## src/frmdf_pkg.sv

```systemverilog
package frmdf_pkg;

    localparam int unsigned CfgIdxWidth = 3;
    localparam int unsigned LenBytes    = 2;

    localparam logic [CfgIdxWidth-1:0] CFG_HEADER   = 3'd0;
    localparam logic [CfgIdxWidth-1:0] CFG_FOOTER   = 3'd1;
    localparam logic [CfgIdxWidth-1:0] CFG_CMD_TYPE = 3'd2;
    localparam logic [CfgIdxWidth-1:0] CFG_RSP_TYPE = 3'd3;
    localparam logic [CfgIdxWidth-1:0] CFG_NTF_TYPE = 3'd4;

    localparam logic [7:0] HEADER_RESET   = 8'hBB;
    localparam logic [7:0] FOOTER_RESET   = 8'h7E;
    localparam logic [7:0] CMD_TYPE_RESET = 8'h00;
    localparam logic [7:0] RSP_TYPE_RESET = 8'h01;
    localparam logic [7:0] NTF_TYPE_RESET = 8'h02;

    typedef enum logic [6:0] {
        PH_HEADER   = 7'b0000001,
        PH_TYPE     = 7'b0000010,
        PH_COMMAND  = 7'b0000100,
        PH_LENGTH   = 7'b0001000,
        PH_PARAM    = 7'b0010000,
        PH_CHECKSUM = 7'b0100000,
        PH_FOOTER   = 7'b1000000
    } phase_t;

    typedef struct packed {
        logic [7:0] header_byte;
        logic [7:0] footer_byte;
        logic [7:0] command_type_code;
        logic [7:0] response_type_code;
        logic [7:0] notify_type_code;
    } cfg_t;

    typedef struct packed {
        logic        param_valid;
        logic [7:0]  param_byte;
        logic [15:0] param_index;
        logic        frame_done;
        logic        frame_error;
        logic [7:0]  frame_kind;
        logic [7:0]  frame_opcode;
        logic [15:0] frame_len;
    } result_t;

endpackage

```

## src/rfid_module_frame_deframer.sv

```systemverilog
// Frame parser for the serial link of a UHF RFID reader module. Received bytes
// enter on the slave stream, one byte per item, and every byte yields exactly
// one result item on the master stream. A result carries the parameter byte
// and its index when the byte was a parameter, the held type, command and
// length of the current frame, and flags. The tlast bit marks the item of a
// frame whose footer matched; the consumer keeps the parameter bytes of a
// frame only when that item follows them. An abandoned frame sets the error
// flag in tuser.
// A byte passes an input register and then a result register before its
// result item appears on the master stream. One byte is taken in every cycle
// while the receiver does not stall; the state update is a single compare and
// add per byte.
// When the receiver stalls, the result register holds its item and the input
// register takes one more byte, after which s_tready falls.
// Reset empties both registers, returns the parser to waiting for a header,
// clears the held fields and loads the default delimiter and type codes.
// Configuration writes are always accepted and are meant for idle periods.
module rfid_module_frame_deframer
(
    input  logic                                clk,
    input  logic                                rst_n,
    input  logic                                s_tvalid,
    output logic                                s_tready,
    input  logic [7:0]                          s_tdata,   // rx_byte
    output logic                                m_tvalid,
    input  logic                                m_tready,
    // param_byte, param_index, frame_kind, frame_opcode, frame_len
    output logic [55:0]                         m_tdata,
    output logic                                m_tlast,
    output logic [1:0]                          m_tuser,   // param_valid, frame_error
    input  logic                                cfg_valid,
    output logic                                cfg_ready,
    input  logic [frmdf_pkg::CfgIdxWidth-1:0]   cfg_index,
    input  logic [7:0]                          cfg_data
);

    frmdf_pkg::cfg_t    cfg;
    frmdf_pkg::result_t result;
    frmdf_pkg::result_t out_reg;

    logic       in_valid_reg;
    logic [7:0] in_byte_reg;
    logic       out_valid_reg;
    logic       advance;
    logic       step;

    assign advance  = !out_valid_reg || m_tready;
    assign step     = advance && in_valid_reg;
    assign s_tready = !in_valid_reg || advance;

    frmdf_cfg u_cfg
    (
        .clk       (clk),
        .rst_n     (rst_n),
        .cfg_valid (cfg_valid),
        .cfg_ready (cfg_ready),
        .cfg_index (cfg_index),
        .cfg_data  (cfg_data),
        .cfg       (cfg)
    );

    frmdf_parser u_parser
    (
        .clk     (clk),
        .rst_n   (rst_n),
        .step    (step),
        .rx_byte (in_byte_reg),
        .cfg     (cfg),
        .result  (result)
    );

    always_ff @(posedge clk or negedge rst_n)
    begin
        if (!rst_n)
        begin
            in_valid_reg  <= 1'b0;
            out_valid_reg <= 1'b0;
        end
        else
        begin
            if (s_tready)
            begin
                in_valid_reg <= s_tvalid;
            end
            if (advance)
            begin
                out_valid_reg <= in_valid_reg;
            end
        end
    end

    always_ff @(posedge clk)
    begin
        if (s_tready && s_tvalid)
        begin
            in_byte_reg <= s_tdata;
        end
        if (step)
        begin
            out_reg <= result;
        end
    end

    assign m_tvalid = out_valid_reg;
    assign m_tdata  = {out_reg.frame_len, out_reg.frame_opcode, out_reg.frame_kind,
                       out_reg.param_index, out_reg.param_byte};
    assign m_tlast  = out_reg.frame_done;
    assign m_tuser  = {out_reg.frame_error, out_reg.param_valid};

endmodule

```

## src/frmdf_cfg.sv

```systemverilog
module frmdf_cfg
(
    input  logic                                clk,
    input  logic                                rst_n,
    input  logic                                cfg_valid,
    output logic                                cfg_ready,
    input  logic [frmdf_pkg::CfgIdxWidth-1:0]   cfg_index,
    input  logic [7:0]                          cfg_data,
    output frmdf_pkg::cfg_t                     cfg
);

    frmdf_pkg::cfg_t cfg_reg;

    assign cfg_ready = 1'b1;
    assign cfg = cfg_reg;

    always_ff @(posedge clk or negedge rst_n)
    begin
        if (!rst_n)
        begin
            cfg_reg.header_byte        <= frmdf_pkg::HEADER_RESET;
            cfg_reg.footer_byte        <= frmdf_pkg::FOOTER_RESET;
            cfg_reg.command_type_code  <= frmdf_pkg::CMD_TYPE_RESET;
            cfg_reg.response_type_code <= frmdf_pkg::RSP_TYPE_RESET;
            cfg_reg.notify_type_code   <= frmdf_pkg::NTF_TYPE_RESET;
        end
        else if (cfg_valid)
        begin
            unique case (cfg_index)
                frmdf_pkg::CFG_HEADER:   cfg_reg.header_byte        <= cfg_data;
                frmdf_pkg::CFG_FOOTER:   cfg_reg.footer_byte        <= cfg_data;
                frmdf_pkg::CFG_CMD_TYPE: cfg_reg.command_type_code  <= cfg_data;
                frmdf_pkg::CFG_RSP_TYPE: cfg_reg.response_type_code <= cfg_data;
                frmdf_pkg::CFG_NTF_TYPE: cfg_reg.notify_type_code   <= cfg_data;
                default:
                begin
                end
            endcase
        end
    end

endmodule

```

## src/frmdf_parser.sv

```systemverilog
module frmdf_parser
(
    input  logic                    clk,
    input  logic                    rst_n,
    input  logic                    step,
    input  logic [7:0]              rx_byte,
    input  frmdf_pkg::cfg_t         cfg,
    output frmdf_pkg::result_t      result
);

    frmdf_pkg::phase_t phase_reg, phase_next;
    logic [7:0]  kind_reg, kind_next;
    logic [7:0]  opcode_reg, opcode_next;
    logic [15:0] len_reg, len_next;
    logic [15:0] count_reg, count_next;
    logic [7:0]  sum_reg, sum_next;

    logic        type_ok;
    logic [15:0] count_inc;
    logic [16:0] count_plus_one;

    assign type_ok = (rx_byte == cfg.command_type_code) ||
                     (rx_byte == cfg.response_type_code) ||
                     (rx_byte == cfg.notify_type_code);
    assign count_inc = count_reg + 16'd1;
    assign count_plus_one = {1'b0, count_reg} + 17'd1;

    always_comb
    begin
        phase_next  = phase_reg;
        kind_next   = kind_reg;
        opcode_next = opcode_reg;
        len_next    = len_reg;
        count_next  = count_reg;
        sum_next    = sum_reg;
        result.param_valid = 1'b0;
        result.param_byte  = 8'd0;
        result.param_index = 16'd0;
        result.frame_done  = 1'b0;
        result.frame_error = 1'b0;

        unique case (phase_reg)
            frmdf_pkg::PH_TYPE:
            begin
                if (type_ok)
                begin
                    kind_next  = rx_byte;
                    sum_next   = rx_byte;
                    phase_next = frmdf_pkg::PH_COMMAND;
                end
                else
                begin
                    result.frame_error = 1'b1;
                    phase_next = frmdf_pkg::PH_HEADER;
                end
            end
            frmdf_pkg::PH_COMMAND:
            begin
                opcode_next = rx_byte;
                sum_next    = sum_reg + rx_byte;
                len_next    = 16'd0;
                count_next  = 16'd0;
                phase_next  = frmdf_pkg::PH_LENGTH;
            end
            frmdf_pkg::PH_LENGTH:
            begin
                len_next   = {len_reg[7:0], rx_byte};
                sum_next   = sum_reg + rx_byte;
                count_next = count_inc;
                if (count_inc >= 16'(frmdf_pkg::LenBytes))
                begin
                    count_next = 16'd0;
                    phase_next = (len_next != 16'd0) ? frmdf_pkg::PH_PARAM
                                                     : frmdf_pkg::PH_CHECKSUM;
                end
            end
            frmdf_pkg::PH_PARAM:
            begin
                result.param_valid = 1'b1;
                result.param_byte  = rx_byte;
                result.param_index = count_reg;
                sum_next = sum_reg + rx_byte;
                if (count_plus_one >= {1'b0, len_reg})
                begin
                    count_next = 16'd0;
                    phase_next = frmdf_pkg::PH_CHECKSUM;
                end
                else
                begin
                    count_next = count_inc;
                end
            end
            frmdf_pkg::PH_CHECKSUM:
            begin
                if (rx_byte == sum_reg)
                begin
                    phase_next = frmdf_pkg::PH_FOOTER;
                end
                else
                begin
                    result.frame_error = 1'b1;
                    phase_next = frmdf_pkg::PH_HEADER;
                end
            end
            frmdf_pkg::PH_FOOTER:
            begin
                if (rx_byte == cfg.footer_byte)
                begin
                    result.frame_done = 1'b1;
                end
                else
                begin
                    result.frame_error = 1'b1;
                end
                phase_next = frmdf_pkg::PH_HEADER;
            end
            default:
            begin
                phase_next = (rx_byte == cfg.header_byte) ? frmdf_pkg::PH_TYPE
                                                          : frmdf_pkg::PH_HEADER;
            end
        endcase

        result.frame_kind   = kind_next;
        result.frame_opcode = opcode_next;
        result.frame_len    = len_next;
    end

    always_ff @(posedge clk or negedge rst_n)
    begin
        if (!rst_n)
        begin
            phase_reg  <= frmdf_pkg::PH_HEADER;
            kind_reg   <= 8'd0;
            opcode_reg <= 8'd0;
            len_reg    <= 16'd0;
            count_reg  <= 16'd0;
            sum_reg    <= 8'd0;
        end
        else if (step)
        begin
            phase_reg  <= phase_next;
            kind_reg   <= kind_next;
            opcode_reg <= opcode_next;
            len_reg    <= len_next;
            count_reg  <= count_next;
            sum_reg    <= sum_next;
        end
    end

endmodule

```

## config.mk

```make
export PLATFORM = sky130hd
export DESIGN_NAME = rfid_module_frame_deframer
export DESIGN_NICKNAME = d
export VERILOG_FILES = /design/src/frmdf_pkg.sv /design/src/rfid_module_frame_deframer.sv /design/src/frmdf_cfg.sv /design/src/frmdf_parser.sv
export SDC_FILE = /design/constraint.sdc
export NUM_CORES = 1
export LEC_CHECK = 0
export BUFFER_PORTS_ARGS = -buffer_cell sky130_fd_sc_hd__buf_2
export CAP_MARGIN = 20
export CORE_UTILIZATION = 53
export DETAILED_ROUTE_END_ITERATION = 7
export PLACE_DENSITY_LB_ADDON = 0.3
export SYNTH_ARGS = -nofsm -noshare
export SYNTH_HDL_FRONTEND = slang
export SYNTH_SLANG_ARGS = --single-unit
```

## constraint.sdc

```tcl
create_clock -name clk -period 4.95 [get_ports clk]
set_clock_uncertainty 0.15 [all_clocks]
set_input_delay 0.2475 -clock clk [delete_from_list [all_inputs] [get_ports clk]]
set_output_delay 0.2475 -clock clk [all_outputs]
set_load 0.01 [all_outputs]
```

==> results.md <==
* Layout cells sized above 1 at 25.1%
* Crit start category: register
* Min cycle time layout at 4.31 ns
* Buffer count from post-CTS setup fixing at 0
* PnR worst setup slack at around 0.64 ns
* Max Fclk at 0.232 GHz
* Pwr Total at between 0.003 and 0.004 W
* Max stage delay cell, worst path: ha_1
* Pre-CTS setup slack at between 0.7 and 0.8 ns
* WL/cell at between 15 and 20 µm
* Largest register FFs at 56
* CP max FO at 11
* Power Density at ~380 nW/µm²
* Stages on worst setup path at 14
* RSZ-0062 raised after global routing: false
* Synth warn at 0
* Fillers at about 1300
* WS Path Type: reg2reg
* Clock-pin slew on the worst setup and hold paths at 0.07 ns
* Routability cong. at 0.896
* Mapped Cells at 766
* Hpwl dp at 13800 µm
* Pleak at 4.41 nW
* Most used routing layer in global routing: met2
* All-Layer GR Usage at 25.7%
* Vias at 6240
* Most common flop cell mapped by yosys: dfrtp_1
* Hold Path Class: in2reg
* DRT iter0 DRCs at 525
* Synth Area per Inst at 11.4 µm²
* CTS tree: built
* Starting density of the core at a little over half
* Worst Tran Pin Value at 0.923 ns
* Final ANT Viol Nets at 0
* Core area at 16000 µm²
* Post-synth top area share at around a quarter
* Max IR drop VDD at 0.257 mV
* Max-slew violation count at 0
* Distinct cells, synth at between 70 and 80
* Sequential share of the synthesized area at a little over half
* Status: complete, no violations
* Final core occ at 62.7%
* Hold Path Stages at 2
* WP data required at 5.15 ns
* Global-route wire length before repair at 32600 µm
* Routing usage on met3 at 3.79%
* Post-synth EDFFs at 67
* Drt via density at between 5 and 6
* Vias in the first global route at between 6000 and 7000
* Placed Cells at roughly 1000
* Later-pin clock latency in the skew report at roughly 0.43 ns
* CP top delay family: compound AO/OA/AOI/OAI gates
* Data arrival time of the critical path at roughly 4.5 ns
* Remaining Overflow, GRT at 0
* Async SR Flop Fraction at roughly three fifths
* Reg2Reg Depth at 14
* Synth area leaders: dfrtp_1, edfxtp_1, mux2_2
* Max-cap violations at 0
* DIE HEIGHT at 131 µm
* Commonest cells in the netlist: nand2_1, dfrtp_1, edfxtp_1
* Synthesized area at slightly below 9000 µm²
* Met2 usage in global routing at 42.3%
* Synth-to-Final Area Change at 14.3%
* Initial DRT Pass Iterations at 5
* Post-layout nets at about 900
* CTS root buf: clkbuf_16
* Htree depth at 4
* Final Hold Fails at 0
* Largest area contributor in the netlist: dfrtp_1
* Total wire length at 20200 µm
* # rows at 46
* Io pins at 86
* Setup Viol. Count Final at 0
* Crit path buffers/inverters at 2
* Initial antenna violation count at 0
* FF+latch count, synth at 172
* M1 GR Usage at around a third
* Syn_nets at 814
* # clock sinks at 172
* Final Non-Filler Cells at ~1100
* Max_slew headroom at 38.5%
* Die Wd at 131 µm
* DRC violations left at 0
* Bufs on Longest Clock Path at 2
* CP cell instances: ha_1 > inv_1 > nor4_1 > xnor2_1 > inv_1 > ha_1 > a21o_1 > a21oi_1 > o311ai_0 > a2111o_1 > o31a_1 > o211ai_2 > o21ai_0 > a31oi_1
* Critical Path Sink Type: register
* Fin crit share at 87.1%
* Most common cell in the synthesized netlist: nand2_1
* Num CTS Buffers at 17
* Largest net degree at the start of global routing at 72
* PortBufs at 84
* Total Neg Setup Slack at 0 ns
* CP max stage delay at 0.57 ns
* Antenna Cells at 0
* Full die area at 17100 µm²
## per-stage QoR
step | instance area (µm²) | hold slack [ns]
final | 10000 | 0.0128
after CTS | 10000 | 0.00264
after detailed placement | 9260 | 0.276
after global routing | 10000 | 0.00782
after global placement | 9260 | 0.276
after floorplan | 8770 | -0.198
## what timing repair did
action,4_1_cts,5_1_grt
hold buffers,16,0
resized for setup,0,0
endpoints found under the hold margin,82,0
setup endpoints to repair,0,0
## cell families (layout without fill, tap and decap cells)
group | after synthesis | in the layout | share of synthesized area, %
AND/OR/NAND/NOR | 255 | 255 | 15.6
flip-flops | 172 | 172 | 53.1
AO/OA/AOI/OAI | 114 | 114 | 8.79
buffers and inverters | 73 | 173 | 4.37
multiplexers | 67 | 67 | 8.52
XOR/XNOR | 60 | 60 | 6.08
adder cells (fa/ha/maj) | 24 | 24 | 3.51
other | 1 | 1 | 0.0428
## per-layer routing
layer  share of wire (%)  up-vias
met3                 4.7       29
met4                 1.7        0
met1                  45     3095
met5                   0        -
met2                  49      200
li1                    -     2916
## report_power, final
group	internal (W)	switching, W	leakage, nW
Sequential	0.00169	0.000152	1.99
Combinational	0.000292	0.000327	2.13
Clock	0.000796	0.000565	0.292
## path summary, 6_finish.rpt
path	start	to	slack, ns
setup / recovery	u_parser.count_reg[0]	u_parser.count_reg[10]	0.64
hold reg to reg	u_parser.opcode_reg[3]	u_parser.opcode_reg[3]	0.33
setup reg to reg	u_parser.count_reg[0]	u_parser.count_reg[10]	0.64
min in group asynchronous	rst_n	u_cfg.cfg[18]	0.39
max in group asynchronous	rst_n	u_parser.phase_reg[0]	3.22
hold / removal	cfg_data[4]	u_cfg.cfg[12]	0.01
## cell usage in the layout, fill, tap and decap left out, drive strengths merged, types with 6 or more instances in the layout
master / Yosys / final
xnor2: 29 / 29
nor2b: 8 / 8
dlygate4sd3: 0 / 16
mux2: 61 / 61
inv: 29 / 33
edfxtp: 67 / 67
mux2i: 6 / 6
nor3: 14 / 14
nand4: 19 / 19
nor4: 15 / 15
a21oi: 20 / 20
a31oi: 10 / 10
a22o: 19 / 19
and2: 23 / 23
dfrtp: 90 / 90
buf: 15 / 93
nand2: 105 / 105
o21ai: 36 / 36
nor2: 20 / 20
clkbuf: 27 / 19
ha: 23 / 23
nand3: 19 / 19
nand2b: 8 / 8
dfstp: 15 / 15
clkinv: 2 / 8
xor2: 31 / 31
a21o: 6 / 6
## final cells by class
cell class                      instances  area, µm²  area share (%)
Clock buffer                           18        429            4.28
Clock inverter                         14        166            1.66
Inverter                               31        118            1.17
Multi-Input combinational cell        521       3730            37.2
Sequential cell                       172       4660            46.5
Tap cell                              216        270            2.70
Timing Repair Buffer                  110        656            6.54
(Power assumes the default switching activity.)
